==> src/sprt_pkg.sv <==
// Types and constants shared by the shared page reference count table.
package sprt_pkg;

  localparam int unsigned KEY_W    = 32;
  localparam int unsigned FRAME_W  = 20;
  localparam int unsigned SIZE_W   = 32;
  localparam int unsigned REFS_W   = 16;
  localparam int unsigned STATUS_W = 3;
  localparam int unsigned SLOT_W   = 6;

  typedef enum logic {
    CMD_OPEN  = 1'b0,
    CMD_CLOSE = 1'b1
  } cmd_t;

  typedef enum logic [STATUS_W-1:0] {
    ST_ATTACHED   = 3'd0,
    ST_CREATED    = 3'd1,
    ST_FULL       = 3'd2,
    ST_STILL_USED = 3'd3,
    ST_FREED      = 3'd4,
    ST_BAD_KEY    = 3'd5
  } status_t;

  typedef enum logic [1:0] {
    S_IDLE,
    S_SCAN,
    S_DRAIN,
    S_DECIDE
  } state_t;

  typedef struct packed {
    logic [KEY_W-1:0]   key;
    logic [FRAME_W-1:0] frame;
    logic [REFS_W-1:0]  refs;
  } entry_t;

  // Commands from the controller to the datapath.
  typedef struct packed {
    logic load;
    logic scan;
    logic commit;
  } ctrl_cmd_t;

  // Status from the datapath to the controller.
  typedef struct packed {
    logic scan_last;
  } ctrl_sts_t;

endpackage

==> src/sprt_ctrl.sv <==
// Controller state machine for the shared page reference count table.
module sprt_ctrl (
  input  logic               clk,
  input  logic               rst,
  input  logic               start,
  output logic               busy,
  input  sprt_pkg::ctrl_sts_t sts,
  output sprt_pkg::ctrl_cmd_t ctrl_cmd
);

  sprt_pkg::state_t state, state_next;

  always_ff @(posedge clk) begin
    if (rst) begin
      state <= sprt_pkg::S_IDLE;
    end else begin
      state <= state_next;
    end
  end

  always_comb begin
    state_next = state;
    unique case (state)
      sprt_pkg::S_IDLE: begin
        if (start) begin
          state_next = sprt_pkg::S_SCAN;
        end
      end
      sprt_pkg::S_SCAN: begin
        if (sts.scan_last) begin
          state_next = sprt_pkg::S_DRAIN;
        end
      end
      sprt_pkg::S_DRAIN: begin
        state_next = sprt_pkg::S_DECIDE;
      end
      sprt_pkg::S_DECIDE: begin
        state_next = sprt_pkg::S_IDLE;
      end
      default: begin
        state_next = sprt_pkg::S_IDLE;
      end
    endcase
  end

  always_comb begin
    busy            = 1'b1;
    ctrl_cmd.load   = 1'b0;
    ctrl_cmd.scan   = 1'b0;
    ctrl_cmd.commit = 1'b0;
    unique case (state)
      sprt_pkg::S_IDLE: begin
        busy          = 1'b0;
        ctrl_cmd.load = start;
      end
      sprt_pkg::S_SCAN: begin
        ctrl_cmd.scan = 1'b1;
      end
      sprt_pkg::S_DRAIN: begin
      end
      sprt_pkg::S_DECIDE: begin
        ctrl_cmd.commit = 1'b1;
      end
      default: begin
      end
    endcase
  end

endmodule

==> config.mk <==
export PLATFORM = sky130hd
export DESIGN_NAME = sprt_ctrl
export DESIGN_NICKNAME = d
export VERILOG_FILES = /design/src/sprt_pkg.sv /design/src/sprt_ctrl.sv
export SDC_FILE = /design/constraint.sdc
export NUM_CORES = 1
export LEC_CHECK = 0
export BUFFER_PORTS_ARGS = -buffer_cell sky130_fd_sc_hd__clkbuf_2
export CORE_AREA = 2 2 39 41
export CTS_CLUSTER_SIZE = 40
export DETAILED_ROUTE_END_ITERATION = 10
export DIE_AREA = 0 0 41 43
export HOLD_SLACK_MARGIN = 0.05
export PLACE_DENSITY = 0.37
export SETUP_SLACK_MARGIN = 0.3
export SKIP_LAST_GASP = 1
export SLEW_MARGIN = 0
export SYNTH_ARGS = -nofsm -noshare
export SYNTH_HDL_FRONTEND = slang
export SYNTH_SLANG_ARGS = --single-unit
==> constraint.sdc <==
create_clock -name clk -period 1.8 [get_ports clk]
set_input_delay 0.09 -clock clk [delete_from_list [all_inputs] [get_ports clk]]
set_output_delay 0.09 -clock clk [all_outputs]
set_load 0.02 [all_outputs]
==> results of run 1 <==
through the flow:
step,instance area [um^2],cells,hold WS (ns),util [%]
CTS,267,45,0.0876,19.3
floorplan,189,19,0.193,-
detailed placement,244,42,0.330,17.6
global placement,244,42,0.323,17.6
finish,272,45,0.0894,19.6
global route,272,45,0.0967,19.6
layout make-up:
class	count	share of cell area [%]
multi-input combinational	14	51.6
timing repair buffer	7	12.9
clock buffer	3	8.29
inverter	3	4.15
sequential	2	15.7
tap	16	7.37
what timing repair did:
action | in CTS | in global routing
endpoints found under the setup margin | 0 | 2
hold endpoints to repair | 0 | 0
buffers inserted | 0 | 0
resized for setup | 0 | 5
how the worst min path moves through the flow:
stage / depth (start not counted) / to / slack, ns / from
floorplan: 1 / state[0] / 0.19 / rst
global placement: 2 / state[1] / 0.32 / rst
detailed placement: 2 / state[0] / 0.33 / rst
CTS: 2 / state[1] / 0.09 / rst
global route: 2 / state[0] / 0.1 / rst
finish: 2 / state[0] / 0.09 / rst
cells in the mapped netlist (all sizes together):
| library cell | n |
|---|---|
| ha | 5 |
| dfxtp | 2 |
| or4b | 1 |
| inv | 3 |
| and2 | 1 |
| or4 | 1 |
| nor2 | 2 |
| nor2b | 2 |
| o31ai | 2 |
worst max-delay path, stage by stage (launching register included):
cell     delay (ns)
dfxtp_2        0.34
inv_2          0.06
ha_1           0.18
nor2b_1        0.15
or4b_1         0.50
o31ai_1        0.08
routing by layer:
layer	part of all wire, %	track usage [%]
met3	6.9	1.57
met5	0	0
met2	45	6.56
met4	0	6.00
met1	48	7.62
power groups by stage:
stage	Combinational (mW)	Clock, mW	Sequential, mW
after floorplan	0.268	0	0.0816
after global placement	0.335	0	0.0895
after detailed placement	0.336	0	0.0867
after CTS	0.336	0.105	0.0880
after global routing	0.383	0.110	0.101
final	0.334	0.0989	0.0966
cell families after synthesis:
logic type      after synthesis
compound gates                2
flops                         2
fa+ha+maj                     5
buf+inv                       3
simple gates                  7
==> results.toml, run 1 <==
[logic_synthesis]
synth_xor_area_share_pct = 0
yosysTopAreaCellShare_pct = 33.1
netlist_instances = 19
yosys-top-cells-area = "ha_1 (33%), dfxtp_1 (21%), nor2_8 (11%), o31ai_1 (7.9%), nor2b_1 (6.6%)"
synth_fa_ha_area_share_pct = 33.1
muxShareOfSynthArea_pct = 0
synthSimpleGateAreaFrac_pct = 31.8
synthesis.area_um2 = 189
synth_top_family_by_area = "adder cells"
synth.avg_cell_area_um2 = 9.94
synth_nets = 28
synth_compound_area_share_pct = 7.95
yosysWarnings = 0
yosysSeqAreaShare_pct = 21.2
ys_ff_latch = 2
synth_area_leader_cell = "ha_1"
ys_types = 10

[placement]
place.gp.congestion = 0.535
dp_hpwl_um = 280
pre_cts_ws_ns = 0.323
portBuffers = 7

[route]
wl_per_cell_um = 7.71
drtIter0Drc = 2
ant_nets = 0
wl_um = 347
drcViolationCount = 0
route.vias.total = 159
viasPerCell = 3.53
firstDrtPassIters = 2

[power_and_ir_drop]
switching_share_pct = 45.1
vdd_drop_max_uv = 366
total_power_uw = 530
p_seq_share_pct = 18.2
power_frac_comb_pct = 63.1
p_leak_nw = 0.132
power_frac_clock_pct = 18.7
power_density_mw_per_mm2 = 1950
p_int_uw = 291
power_switching_uw = 239

[sta]
worst_slack_ns = 0.408
setup_tns_ns = 0
period_minus_slack_ns = 1.39
fin_crit_sh_pct = 77.3
relSlewSlack_pct = 87.2
worst_slew_pin_slew_ns = 0.192
hold_viol_final = 0
drv_slew = 0
fmaxAchievable_mhz = 718
rsz0062_at_grt = "false"
fin_skew_ns = 0.000852
setup_viol = 0

[finish]
fin_nets = 40
n_antenna_cell = 0
reg.largest.list = "state x2"
multi_input_area_um2 = 140
layout-drive-gt1-share_pct = 55.2
layout_commonest_cell = "clkbuf_2"
final_cell_mix = "clkbuf_2 (7), ha_1 (4), clkbuf_4 (3)"
register_area_um2 = 42.5
syn2layout_area_growth_pct = 43.7
regMostFlops = "state"
largest_reg_flops = 2
fillCellCount = 157

[cts]
cts_htree_levels = 1
cts_root_buf = "clkbuf_4"
holdBufCountCts = 0
cts_sinks = 2
clockBufferDepth = 2
clk-insertion-delay-late_ns = 0.22
cts_tree = "done"
clk_pin_slew_worst_paths_ns = 0.03
numCtsBuffers = 3

[floorplan]
design.portCount = 8
dieArea_mm2 = 0.00176
initial_core_util_pct = 13.7
rows = 14
die_x_um = 41
core_mm2 = 0.00138
die_h_um = 43

[setup_path]
start_kind = "flop"
crit_fanout = 4
cp-endpoint = "state[1]"
cp.required_ns = 1.93
rrSetupSlack_ns = 0.41
crit_start = "state[1]"
rr_endpoint = "state[1]"
cp.arrival_ns = 1.52
reg2reg_depth = 5
regToRegStartpoint = "state[1]"
endpoint_kind = "flop"
worst-setup-path-type = "reg2reg"

[status]
status = "finished clean"

[hold_path]
min_path_type = "in2reg"

[global_route]
antenna_found_initial = 0
grt_max_degree = 5
track_usage_pct = 5.70
grt_pass1_wl_um = 662
grt_pass1_vias = 180
overflow = 0

[run]
drv_cap = 0
No activity file was read; power rests on OpenSTA's default activity.
==> inputs of run 2 (changes only) <==
==> constraint.sdc (replaced) <==
create_clock -name clk -period 1.34 [get_ports clk]
set_input_delay 0.067 -clock clk [delete_from_list [all_inputs] [get_ports clk]]
set_output_delay 0.067 -clock clk [all_outputs]
set_load 0.02 [all_outputs]
==> results.toml, run 2 (synthesized netlist as in run 1, its figures left out) <==
[status]
status = "finished with violations"
violations = "setup timing"

[global_route]
track_usage_pct = 6.71
antenna_found_initial = 0
grt_pass1_wl_um = 696
grt_max_degree = 5
grt_pass1_vias = 196
overflow = 0

[sta]
worst_slack_ns = -0.0243
relSlewSlack_pct = 74.6
fmaxAchievable_mhz = 733
setup_viol = 2
hold_viol_final = 0
setup_tns_ns = -0.0290
worst_slew_pin_slew_ns = 0.379
rsz0062_at_grt = "true"
fin_skew_ns = 0.00159
period_minus_slack_ns = 1.36
drv_slew = 0
fin_crit_sh_pct = 102

[cts]
clockBufferDepth = 2
cts_root_buf = "clkbuf_4"
numCtsBuffers = 3
cts_htree_levels = 1
clk-insertion-delay-late_ns = 0.23
clk_pin_slew_worst_paths_ns = 0.03
cts_sinks = 2
cts_tree = "done"

[setup_path]
rrSetupSlack_ns = -0.02
crit_slowest_cell = "or4b_4"
start_kind = "flop"
path_cells = "inv_4 -> ha_4 -> nor2b_4 -> or4b_4 -> o31ai_4"
cp.arrival_ns = 1.50
regToRegStartpoint = "state[0]"
cp_top_family = "simple AND/OR/NAND/NOR gates"
reg2reg_depth = 5
cp.required_ns = 1.48
rr_endpoint = "state[1]"
cpPeakStageDelay_ns = 0.49
endpoint_kind = "flop"
worst-setup-path-type = "reg2reg"
crit_fanout = 4
path_buf_inv = 1

[floorplan]
core_mm2 = 0.00138
die_x_um = 41
die_h_um = 43
rows = 14
initial_core_util_pct = 13.7
design.portCount = 8
dieArea_mm2 = 0.00176

[hold_path]
min_from = "rst"
hold_path_end = "state[0]"
min_path_type = "in2reg"
min_path_cells = 2

[finish]
syn2layout_area_growth_pct = 130
reg.largest.list = "state x2"
n_antenna_cell = 0
layoutNonFillerInstCount = 49
fillCellCount = 138
fin_util_pct = 31.4
layout_commonest_cell = "clkbuf_2"
multi_input_area_um2 = 230
largest_reg_flops = 2
final_cell_mix = "clkbuf_2 (4), ha_4 (3), clkbuf_4 (3)"
layout-drive-gt1-share_pct = 93.9
final_cell_area_um2 = 434
fin_nets = 44
register_area_um2 = 45.0
regMostFlops = "state"

[power_and_ir_drop]
vdd_drop_max_uv = 1080
power_density_mw_per_mm2 = 2710
p_leak_nw = 0.182

[placement]
portBuffers = 7
pre_cts_ws_ns = -0.0412
placed_cell_area_um2 = 292
dp.cells = 45
place.gp.congestion = 0.641

[route]
firstDrtPassIters = 1
drcViolationCount = 0
drtIter0Drc = 0
route.vias.total = 188
wl_per_cell_um = 9.67
ant_nets = 0
viasPerCell = 3.84
wl_um = 474

[run]
drv_cap = 0
## run 2: per-stage QoR
stage	power, mW	hold WS [ns]
final	1.18	0.122
after global routing	1.26	0.128
after CTS	1.07	0.0665
after detailed placement	0.687	0.306
after global placement	0.688	0.302
after floorplan	0.533	0.163
## run 2: power breakdown
group	switching, mW	internal [mW]
Combinational	0.399	0.498
Clock	0.0385	0.0990
Sequential	0.0405	0.104
## run 2: layer usage
layer | share of wire (%) | global-route usage (%) | wire length (um) | up-vias
met4 | 4.0 | 10.0 | 19 | 0
met2 | 52 | 8.13 | 245 | 9
met5 | 0 | 0 | 0 | -
li1 | - | - | - | 92
met3 | 7.6 | 3.14 | 36 | 2
met1 | 36 | 6.37 | 172 | 85
## run 2: area by class of cell
cell class	instances	share of cell area, %
multi-input cells	14	53.0
inverters	3	3.75
repair buffers	11	23.1
flip-flops and latches	2	10.4
well taps	16	4.61
clock buffers	3	5.19
## run 2: worst max-delay path by stage
stage | from | endpoint | slack [ns] | depth (start not counted)
detailed placement | state[0] | state[0] | -0.04 | 5
finish | state[0] | state[1] | -0.02 | 5
global route | state[1] | state[1] | -0.06 | 5
floorplan | state[1] | state[0] | 0.01 | 5
global placement | state[0] | state[1] | -0.04 | 5
CTS | state[1] | state[0] | -0.003 | 5
## run 2: what timing repair did
item                       4_1_cts  5_1_grt
hold buffers                     0        0
setup endpoints to repair        5        5
buffers inserted                 1        0
gates resized for setup         19        7
gates cloned                     0        0
